File: config.mk
export PLATFORM = sky130hd
export DESIGN_NAME = thumb_branch_resolve_unit_core
export DESIGN_NICKNAME = d
export VERILOG_FILES = /design/src/hdl/tbru_pkg.sv /design/src/hdl/tbru_state.sv /design/src/hdl/tbru_resolve.sv /design/src/hdl/thumb_branch_resolve_unit_core.sv
export SDC_FILE = /design/constraint.sdc
export NUM_CORES = 1
export LEC_CHECK = 0
export ABC_CLOCK_PERIOD_IN_PS = 7680
export BUFFER_PORTS_ARGS = -buffer_cell sky130_fd_sc_hd__buf_2
export CORE_MARGIN = 3
export CORE_UTILIZATION = 31
export CTS_CLUSTER_SIZE = 40
export DETAILED_ROUTE_END_ITERATION = 6
export GPL_TIMING_DRIVEN = 0
export PLACE_DENSITY = 0.53
export REMOVE_ABC_BUFFERS = 1
export SLEW_MARGIN = 0
export SYNTH_ARGS = -nofsm -noshare
export SYNTH_HDL_FRONTEND = slang
export SYNTH_SLANG_ARGS = --single-unit
File: constraint.sdc
create_clock -name clk -period 7.68 [get_ports clk]
set_input_delay 0.384 -clock clk [delete_from_list [all_inputs] [get_ports clk]]
set_output_delay 0.384 -clock clk [all_outputs]
set_load 0.05 [all_outputs]
File: src/hdl/tbru_pkg.sv
// Shared types and codes of the Thumb branch resolve unit.
// Used by tbru_state, tbru_resolve and the top level; depends on nothing.
package tbru_pkg;

  localparam int InWidth  = 168;
  localparam int OutWidth = 144;

  localparam logic [3:0] CMD_B     = 4'd0;
  localparam logic [3:0] CMD_BL    = 4'd1;
  localparam logic [3:0] CMD_BX    = 4'd2;
  localparam logic [3:0] CMD_BLX   = 4'd3;
  localparam logic [3:0] CMD_CBZ   = 4'd4;
  localparam logic [3:0] CMD_CBNZ  = 4'd5;
  localparam logic [3:0] CMD_TBB   = 4'd6;
  localparam logic [3:0] CMD_TBH   = 4'd7;
  localparam logic [3:0] CMD_SG    = 4'd8;
  localparam logic [3:0] CMD_BXNS  = 4'd9;
  localparam logic [3:0] CMD_BLXNS = 4'd10;

  localparam logic [2:0] ST_OK     = 3'd0;
  localparam logic [2:0] ST_USAGE  = 3'd1;
  localparam logic [2:0] ST_BUS    = 3'd2;
  localparam logic [2:0] ST_SECURE = 3'd3;
  localparam logic [2:0] ST_UNDEF  = 3'd4;
  localparam logic [2:0] ST_EXCRET = 3'd5;

  localparam logic [1:0] MACC_NONE  = 2'd0;
  localparam logic [1:0] MACC_READ  = 2'd1;
  localparam logic [1:0] MACC_WRITE = 2'd2;

  localparam logic [1:0] MSZ_BYTE = 2'd0;
  localparam logic [1:0] MSZ_HALF = 2'd1;
  localparam logic [1:0] MSZ_WORD = 2'd2;

  localparam logic [1:0] ATTR_SECURE = 2'd0;
  localparam logic [1:0] ATTR_NSC    = 2'd1;

  localparam logic       REG_TZ_PRESENT = 1'b0;
  localparam logic       REG_SSP_INIT   = 1'b1;

  localparam logic [31:0] FN_RET_MAGIC = 32'hFEFF_FFFF;
  localparam logic [7:0]  EXC_RET_TOP  = 8'hFF;

  typedef struct packed {
    logic [3:0]         command;
    logic [31:0]        pc;
    logic [2:0]         insn_size;
    logic signed [24:0] imm_offset;
    logic [31:0]        reg_value;
    logic [31:0]        index_value;
    logic [31:0]        mem_data;
    logic               mem_fault;
    logic [1:0]         region_attribute;
  } tbru_in_t;

  typedef struct packed {
    logic [2:0]  status;
    logic        pc_write;
    logic [31:0] new_pc;
    logic        lr_write;
    logic [31:0] lr_value;
    logic [1:0]  mem_access;
    logic [1:0]  mem_size;
    logic [31:0] mem_addr;
    logic [31:0] mem_write_data;
    logic        clear_caller_saved;
    logic        invstate_flag;
    logic        secure_state;
  } tbru_out_t;

  // Architectural state as seen by the resolve logic.
  typedef struct packed {
    logic        tz_present;
    logic        secure_mode;
    logic [31:0] ssp;
  } tbru_state_t;

  // State update produced by one resolved branch.
  typedef struct packed {
    logic        secure_mode;
    logic [31:0] ssp;
  } tbru_upd_t;

endpackage

File: src/hdl/tbru_state.sv
// Security state, secure stack pointer and configuration registers.
// Depends on tbru_pkg.
module tbru_state (
  input  logic                   clk,
  input  logic                   rst,
  input  logic                   cfg_we,
  input  logic                   cfg_sel,
  input  logic [31:0]            cfg_wdata,
  input  logic                   upd_en,
  input  tbru_pkg::tbru_upd_t    upd,
  output tbru_pkg::tbru_state_t  state
);

  logic        tz_present;
  logic        secure_mode;
  logic [31:0] ssp;

  always_ff @(posedge clk) begin
    if (rst) begin
      tz_present  <= 1'b0;
      secure_mode <= 1'b1;
      ssp         <= '0;
    end else if (cfg_we) begin
      if (cfg_sel == tbru_pkg::REG_TZ_PRESENT) begin
        tz_present <= cfg_wdata[0];
      end else begin
        ssp <= cfg_wdata;
      end
    end else if (upd_en) begin
      secure_mode <= upd.secure_mode;
      ssp         <= upd.ssp;
    end
  end

  assign state = '{tz_present: tz_present, secure_mode: secure_mode, ssp: ssp};

endmodule

File: src/hdl/tbru_resolve.sv
// Combinational resolution of one branch: target, link, memory request,
// status and the state update. Depends on tbru_pkg.
module tbru_resolve (
  input  tbru_pkg::tbru_in_t    item,
  input  tbru_pkg::tbru_state_t state,
  output tbru_pkg::tbru_out_t   res,
  output tbru_pkg::tbru_upd_t   upd
);

  logic [31:0] rel;
  logic [31:0] ret;
  logic [31:0] pc4;
  logic [31:0] tbl_addr;
  logic [15:0] entry;
  logic        exc_ret;
  logic        fnc_ret;
  logic        tgt_chk;

  assign pc4     = item.pc + 32'd4;
  assign rel     = (pc4 + {{7{item.imm_offset[24]}}, item.imm_offset}) & ~32'd1;
  assign ret     = (item.pc + {29'd0, item.insn_size}) | 32'd1;
  assign exc_ret = (item.reg_value[31:24] == tbru_pkg::EXC_RET_TOP);
  assign fnc_ret = (item.reg_value == tbru_pkg::FN_RET_MAGIC);
  assign tbl_addr = (item.command == tbru_pkg::CMD_TBB) ?
                    item.reg_value + item.index_value :
                    item.reg_value + {item.index_value[30:0], 1'b0};
  assign entry   = (item.command == tbru_pkg::CMD_TBB) ?
                   {8'd0, item.mem_data[7:0]} : item.mem_data[15:0];

  always_comb begin
    res             = '0;
    res.status      = tbru_pkg::ST_OK;
    upd.secure_mode = state.secure_mode;
    upd.ssp         = state.ssp;
    tgt_chk         = 1'b0;

    case (item.command)
      tbru_pkg::CMD_B: begin
        res.pc_write = 1'b1;
        res.new_pc   = rel;
      end
      tbru_pkg::CMD_BL: begin
        res.lr_write = 1'b1;
        res.lr_value = ret;
        res.pc_write = 1'b1;
        res.new_pc   = rel;
      end
      tbru_pkg::CMD_BX: begin
        if (exc_ret) begin
          res.status = tbru_pkg::ST_EXCRET;
        end else if (fnc_ret && state.tz_present) begin
          if (state.secure_mode) begin
            res.status        = tbru_pkg::ST_USAGE;
            res.invstate_flag = 1'b1;
          end else begin
            // secure state is entered before the stack pop completes
            upd.secure_mode = 1'b1;
            res.mem_access  = tbru_pkg::MACC_READ;
            res.mem_size    = tbru_pkg::MSZ_WORD;
            res.mem_addr    = state.ssp;
            if (item.mem_fault) begin
              res.status = tbru_pkg::ST_BUS;
            end else begin
              upd.ssp      = state.ssp + 32'd4;
              res.pc_write = 1'b1;
              res.new_pc   = item.mem_data & ~32'd1;
            end
          end
        end else begin
          tgt_chk = 1'b1;
        end
      end
      tbru_pkg::CMD_BLX: begin
        res.lr_write = 1'b1;
        res.lr_value = ret;
        if (exc_ret) begin
          res.status = tbru_pkg::ST_EXCRET;
        end else begin
          tgt_chk = 1'b1;
        end
      end
      tbru_pkg::CMD_CBZ, tbru_pkg::CMD_CBNZ: begin
        if ((item.command == tbru_pkg::CMD_CBZ) == (item.reg_value == 32'd0)) begin
          res.pc_write = 1'b1;
          res.new_pc   = rel;
        end
      end
      tbru_pkg::CMD_TBB, tbru_pkg::CMD_TBH: begin
        res.mem_access = tbru_pkg::MACC_READ;
        res.mem_size   = (item.command == tbru_pkg::CMD_TBB) ?
                         tbru_pkg::MSZ_BYTE : tbru_pkg::MSZ_HALF;
        res.mem_addr   = tbl_addr;
        if (item.mem_fault) begin
          res.status = tbru_pkg::ST_BUS;
        end else begin
          res.pc_write = 1'b1;
          res.new_pc   = (pc4 + {15'd0, entry, 1'b0}) & ~32'd1;
        end
      end
      tbru_pkg::CMD_SG: begin
        if (!state.tz_present) begin
          res.status = tbru_pkg::ST_UNDEF;
        end else if (!state.secure_mode) begin
          if (item.region_attribute != tbru_pkg::ATTR_NSC) begin
            res.status = tbru_pkg::ST_SECURE;
          end else begin
            upd.secure_mode = 1'b1;
          end
        end
      end
      tbru_pkg::CMD_BXNS: begin
        if (!state.tz_present) begin
          res.status = tbru_pkg::ST_UNDEF;
        end else if (state.secure_mode) begin
          if (item.region_attribute == tbru_pkg::ATTR_SECURE) begin
            res.status = tbru_pkg::ST_SECURE;
          end else begin
            res.clear_caller_saved = 1'b1;
            upd.secure_mode        = 1'b0;
            tgt_chk                = 1'b1;
          end
        end else begin
          tgt_chk = 1'b1;
        end
      end
      tbru_pkg::CMD_BLXNS: begin
        if (!state.tz_present) begin
          res.status = tbru_pkg::ST_UNDEF;
        end else begin
          res.lr_write = 1'b1;
          res.lr_value = ret;
          if (state.secure_mode) begin
            if (item.region_attribute == tbru_pkg::ATTR_SECURE) begin
              res.status = tbru_pkg::ST_SECURE;
            end else begin
              // push of the return address to the secure stack
              res.mem_access     = tbru_pkg::MACC_WRITE;
              res.mem_size       = tbru_pkg::MSZ_WORD;
              res.mem_addr       = state.ssp - 32'd4;
              res.mem_write_data = ret;
              if (item.mem_fault) begin
                res.status = tbru_pkg::ST_BUS;
              end else begin
                upd.ssp                = state.ssp - 32'd4;
                res.lr_value           = tbru_pkg::FN_RET_MAGIC;
                res.clear_caller_saved = 1'b1;
                upd.secure_mode        = 1'b0;
                tgt_chk                = 1'b1;
              end
            end
          end else begin
            tgt_chk = 1'b1;
          end
        end
      end
      default: begin
        res.status = tbru_pkg::ST_UNDEF;
      end
    endcase

    // Thumb bit check on a register target
    if (tgt_chk) begin
      if (!item.reg_value[0]) begin
        res.status = tbru_pkg::ST_USAGE;
      end else begin
        res.pc_write = 1'b1;
        res.new_pc   = item.reg_value & ~32'd1;
      end
    end

    res.secure_state = upd.secure_mode;
  end

endmodule

File: src/hdl/thumb_branch_resolve_unit_core.sv
// Top level of the Thumb branch resolve unit: input register, resolve
// logic, result register. Depends on tbru_pkg, tbru_state, tbru_resolve.
//
// Usage:
//   s_axis carries one branch instruction per transaction (command, pc,
//   size, offset, register values, memory data/fault, region attribute).
//   m_axis returns one result per branch: status, new PC and LR with write
//   flags, the memory request, clear/INVSTATE flags and the security state.
//   cfg_* writes a register: index 0 enables TrustZone handling, index 1
//   loads the secure stack pointer. Write only while the unit is empty.
// Pipeline: the input register loads on the transaction edge, the result
//   register when the branch advances out of the input register.
// Throughput: one branch per cycle unless the result stalls; the security
//   state and secure stack pointer update in the cycle a branch moves into
//   the result register, so the next branch sees them without a gap.
// Reset: both stages empty, TrustZone disabled, secure state, stack pointer
//   zero.
// Stall: when m_axis_tready is low the result holds; one more branch can
//   sit in the input register, after which s_axis_tready drops.
module thumb_branch_resolve_unit_core (
  input  logic         clk,
  input  logic         rst,
  input  logic         s_axis_tvalid,
  output logic         s_axis_tready,
  // command[3:0] pc[35:4] insn_size[38:36] imm_offset[63:39]
  // reg_value[95:64] index_value[127:96] mem_data[159:128] mem_fault[160]
  // region_attribute[162:161], zero pad to 167
  input  logic [167:0] s_axis_tdata,
  output logic         m_axis_tvalid,
  input  logic         m_axis_tready,
  // status[2:0] pc_write[3] new_pc[35:4] lr_write[36] lr_value[68:37]
  // mem_access[70:69] mem_size[72:71] mem_addr[104:73]
  // mem_write_data[136:105] clear_caller_saved[137] invstate_flag[138]
  // secure_state[139], zero pad to 143
  output logic [143:0] m_axis_tdata,
  input  logic         cfg_valid,
  output logic         cfg_ready,
  input  logic         cfg_index,
  input  logic [31:0]  cfg_data
);

  logic                  in_valid;
  tbru_pkg::tbru_in_t    in_item;
  logic                  out_valid;
  logic [143:0]          out_data;
  logic                  advance;
  tbru_pkg::tbru_out_t   res;
  tbru_pkg::tbru_upd_t   upd;
  tbru_pkg::tbru_state_t state;

  assign advance       = in_valid && (!out_valid || m_axis_tready);
  assign s_axis_tready = !in_valid || advance;
  assign cfg_ready     = 1'b1;

  always_ff @(posedge clk) begin
    if (rst) begin
      in_valid <= 1'b0;
    end else if (s_axis_tready) begin
      in_valid <= s_axis_tvalid;
    end
  end

  always_ff @(posedge clk) begin
    if (s_axis_tvalid && s_axis_tready) begin
      in_item.command          <= s_axis_tdata[3:0];
      in_item.pc               <= s_axis_tdata[35:4];
      in_item.insn_size        <= s_axis_tdata[38:36];
      in_item.imm_offset       <= s_axis_tdata[63:39];
      in_item.reg_value        <= s_axis_tdata[95:64];
      in_item.index_value      <= s_axis_tdata[127:96];
      in_item.mem_data         <= s_axis_tdata[159:128];
      in_item.mem_fault        <= s_axis_tdata[160];
      in_item.region_attribute <= s_axis_tdata[162:161];
    end
  end

  tbru_state u_state (
    .clk       (clk),
    .rst       (rst),
    .cfg_we    (cfg_valid && cfg_ready),
    .cfg_sel   (cfg_index),
    .cfg_wdata (cfg_data),
    .upd_en    (advance),
    .upd       (upd),
    .state     (state)
  );

  tbru_resolve u_resolve (
    .item  (in_item),
    .state (state),
    .res   (res),
    .upd   (upd)
  );

  always_ff @(posedge clk) begin
    if (rst) begin
      out_valid <= 1'b0;
    end else if (!out_valid || m_axis_tready) begin
      out_valid <= in_valid;
    end
  end

  always_ff @(posedge clk) begin
    if (advance) begin
      out_data <= {4'd0, res.secure_state, res.invstate_flag,
                   res.clear_caller_saved, res.mem_write_data, res.mem_addr,
                   res.mem_size, res.mem_access, res.lr_value, res.lr_write,
                   res.new_pc, res.pc_write, res.status};
    end
  end

  assign m_axis_tvalid = out_valid;
  assign m_axis_tdata  = out_data;

endmodule

==> results.yml <==
status:
  outcome: "completed"
logic_synthesis:
  avgSynthCellArea_um2: 9.92
  synth_common_cells: "301 x edfxtp_1, 204 x nor2_1, 163 x nand2_1"
  synth-seq-cells: 337
  synthMuxAreaShare_pct: 0.695
  yosysWarnings: 0
  synth_xor_area_share_pct: 6.36
  seq_area_frac_synth_pct: 45.2
  netlist_instances: 2177
  yosysMostFrequentCell: "edfxtp_1"
  synth_edf_count: 301
  synth_area_um2: 21600
  synthDistinctLibCells: 91
  synth_compound_area_share_pct: 20.4
  ys_top_cells_by_area: "edfxtp_1 42%, ha_1 6.8%, nor2_1 3.5%, dfxtp_1 3.3%, xnor2_1 3.2%"
  synthFlopType: "edfxtp_1"
  synth_simple_gate_area_share_pct: 16.7
  synthAdderAreaFrac_pct: 7.24
  synth_top_family_by_area: "compound AO/OA/AOI/OAI gates"
  synth_top_area_cell: "edfxtp_1"
  async_reset_ff_share_pct: 0
  synth_top_area_share_pct: 41.8
detailed_routing:
  dr_total_vias: 19500
  drtIter0Drc: 1421
  drc: 0
  detail_route.first_pass.iterations: 6
  wirelength_um: 80800
  ant_nets: 0
  wl_per_cell_um: 22.6
  viasPerCell: 5.47
critical_path:
  max_stage_delay_ps: 770
  crit_fanout: 8
  critPathKind: "reg2reg"
  slowest_stage: "a221oi_1"
  crit_path_start_kind: "flop"
  path_cells: "nand4_1 -> nor3_2 -> and3_1 -> xor2_1 -> ha_1 -> a21o_1 -> a21o_1 -> a21oi_1 -> o311ai_1 -> a221oi_1 -> nor3b_1 -> mux2i_1 -> a221oi_1 -> o21ai_1"
  arrival_ps: 5190
  cp.required_ps: 7970
  worst_setup_path_end_kind: "flop"
power:
  power_switching_w: 0.00170
  pwr-share-clk_pct: 36.4
  comb_power_share_pct: 21.8
  internal_power_w: 0.00362
  p_leak_nw: 10.4
  p_sw_share_pct: 32.0
  p_per_area_nw_per_um2: 196
  peakVddDrop_mv: 0.143
  power_frac_seq_pct: 41.8
global_routing:
  antenna_found_initial: 7
  grt_pass1_wl_um: 121000
  grt_usage_pct: 21.4
  grt_overflow: 0
  grt_max_degree: 62
  grt_pass1_vias: 19500
cts:
  root_buffer: "clkbuf_16"
  cts_hold_buf: 157
  clock-sinks: 337
  cts_buffer_depth: 3
  path_clk_slew_ps: 60
  clk_latency_ps: 590
  htreeDepth: 2
  cts_setup_buffers: 0
  cts_resized: 0
  cts_made_buffers: 42
  cts_tree: "built"
place:
  dp_hpwl_um: 59700
  portBuffers: 341
  dp_cells: 3334
  postPlaceCellArea_um2: 24300
  gp_congestion: 0.883
timing:
  finalCriticalPeriod_ps: 4890
  clock_skew_ps: 31.6
  setup_viol: 0
  max_slew.worst_pin.slew_ps: 1280
  slew_headroom_pct: 14.3
  min_period_over_period_pct: 63.7
  drv_slew: 0
  rsz0062_at_grt: "false"
  final_hold_viol_count: 0
  max_freq_ghz: 0.204
layout:
  multiInputGateArea_um2: 11200
  layout.nets: 2932
  drive_gt1_share_pct: 18.3
  syn2layout_area_growth_pct: 25.9
  fin_area_um2: 27200
  stdcell_count: 3571
  fillers: 6806
  regArea_um2: 9760
die:
  num_io_pins: 353
  core_um2: 68800
  die_area_um2: 72900
  chipWidth_um: 270
  num_rows: 96
  start_util_pct: 31.4
  die-height_um: 270
job:
  drv_cap: 0
hold_path:
  hold_path_class: "in2reg"
registers in the layout (all words and copies together), names as in the netlist:
name                 count
u_state.ssp             32
m_axis_tvalid            1
m_axis_tdata           138
u_state.secure_mode      1
u_state.tz_present       1
in_item                163
in_valid                 1
layout by cell type, fill, tap and decap left out, types with 10 or more instances in the layout:
master,n
a221o_1,10
edfxtp_1,301
nor3_1,72
and2_1,24
dlygate4sd3_1,157
nor2b_1,18
nor4_1,19
nand4_1,39
dfxtp_1,36
buf_2,341
a21o_1,51
o21ai_0,133
or3_1,16
a31oi_1,18
a211oi_1,39
nor2_1,202
nand3_1,57
xnor2_1,80
o311ai_0,10
ha_1,117
nand2b_1,22
o221ai_1,32
mux2i_1,15
o211ai_1,33
or2_2,10
nand2_1,163
inv_1,44
a22oi_1,23
o21a_1,12
a221oi_1,34
and3_1,25
xor2_1,75
clkinv_2,11
a21oi_1,135
clkbuf_16,43
per-layer routing:
layer | up-vias | wire [um] | share of wire, % | GRT usage, %
li1 | 9190 | - | - | -
met1 | 9499 | 34200 | 42 | 27.7
met2 | 721 | 39700 | 49 | 37.2
met3 | 120 | 4810 | 6.0 | 3.16
met4 | 8 | 2050 | 2.5 | 5.99
met5 | - | 49 | 0.061 | 0
per-stage QoR:
step / setup TNS [ps] / hold WS [ps] / utilization [%] / total power [W] / worst slack, ps
6_report: 0 / 32.2 / 39.5 / 0.00532 / 2790
5_1_grt: 0 / 1.93 / 39.5 / 0.00556 / 2540
3_3_place_gp: -707850 / 456 / 34.7 / 0.00334 / -5940
2_1_floorplan: -29460 / 430 / - / 0.00298 / -1110
3_5_place_dp: 0 / 461 / 35.3 / 0.00335 / 2860
4_1_cts: 0 / 4.04 / 39.5 / 0.00537 / 2860
critical path: cells and delay by family (launching register included):
kind	cells	cell delay [ps]
AOI/OAI and AO/OA	7	1960
xor gates and xnor gates	1	310
adders and majority gates	1	390
DFF	1	510
muxes	1	170
and+or+nand+nor	4	1270
logic make-up after synthesis:
group                    Yosys count
AND/OR/NAND/NOR                  722
other                              2
adder cells (fa/ha/maj)          122
buffers and inverters            179
flip-flops                       337
multiplexers                      15
XOR/XNOR                         156
AO/OA/AOI/OAI                    644
worst paths after layout:
path	start	end	slack, ps	cells past startpoint
setup / recovery	in_item[135]	m_axis_tdata[28]	2790	14
setup reg to reg	in_item[135]	m_axis_tdata[28]	2790	14
hold / removal	s_axis_tdata[157]	in_item[32]	30	1
hold reg to reg	u_state.ssp[0]	u_state.ssp[0]	480	2
final cells by class:
type,count,area share (%)
Clock buffer,49,4.04
Sequential cell,337,35.9
Inverter,46,0.635
Multi-Input combinational cell,1665,41.2
Antenna cell,2,0.0184
Clock inverter,29,0.796
Timing Repair Buffer,512,13.2
Tap cell,931,4.28
power groups by stage:
stage / logic (W) / registers (W) / clock network [W]
floorplan: 0.000616 / 0.00236 / 0
global placement: 0.00105 / 0.00229 / 0
detailed placement: 0.00108 / 0.00226 / 0
CTS: 0.00115 / 0.00223 / 0.00199
global route: 0.00126 / 0.00224 / 0.00206
finish: 0.00116 / 0.00223 / 0.00194
Power figures use the tool's default switching activity.
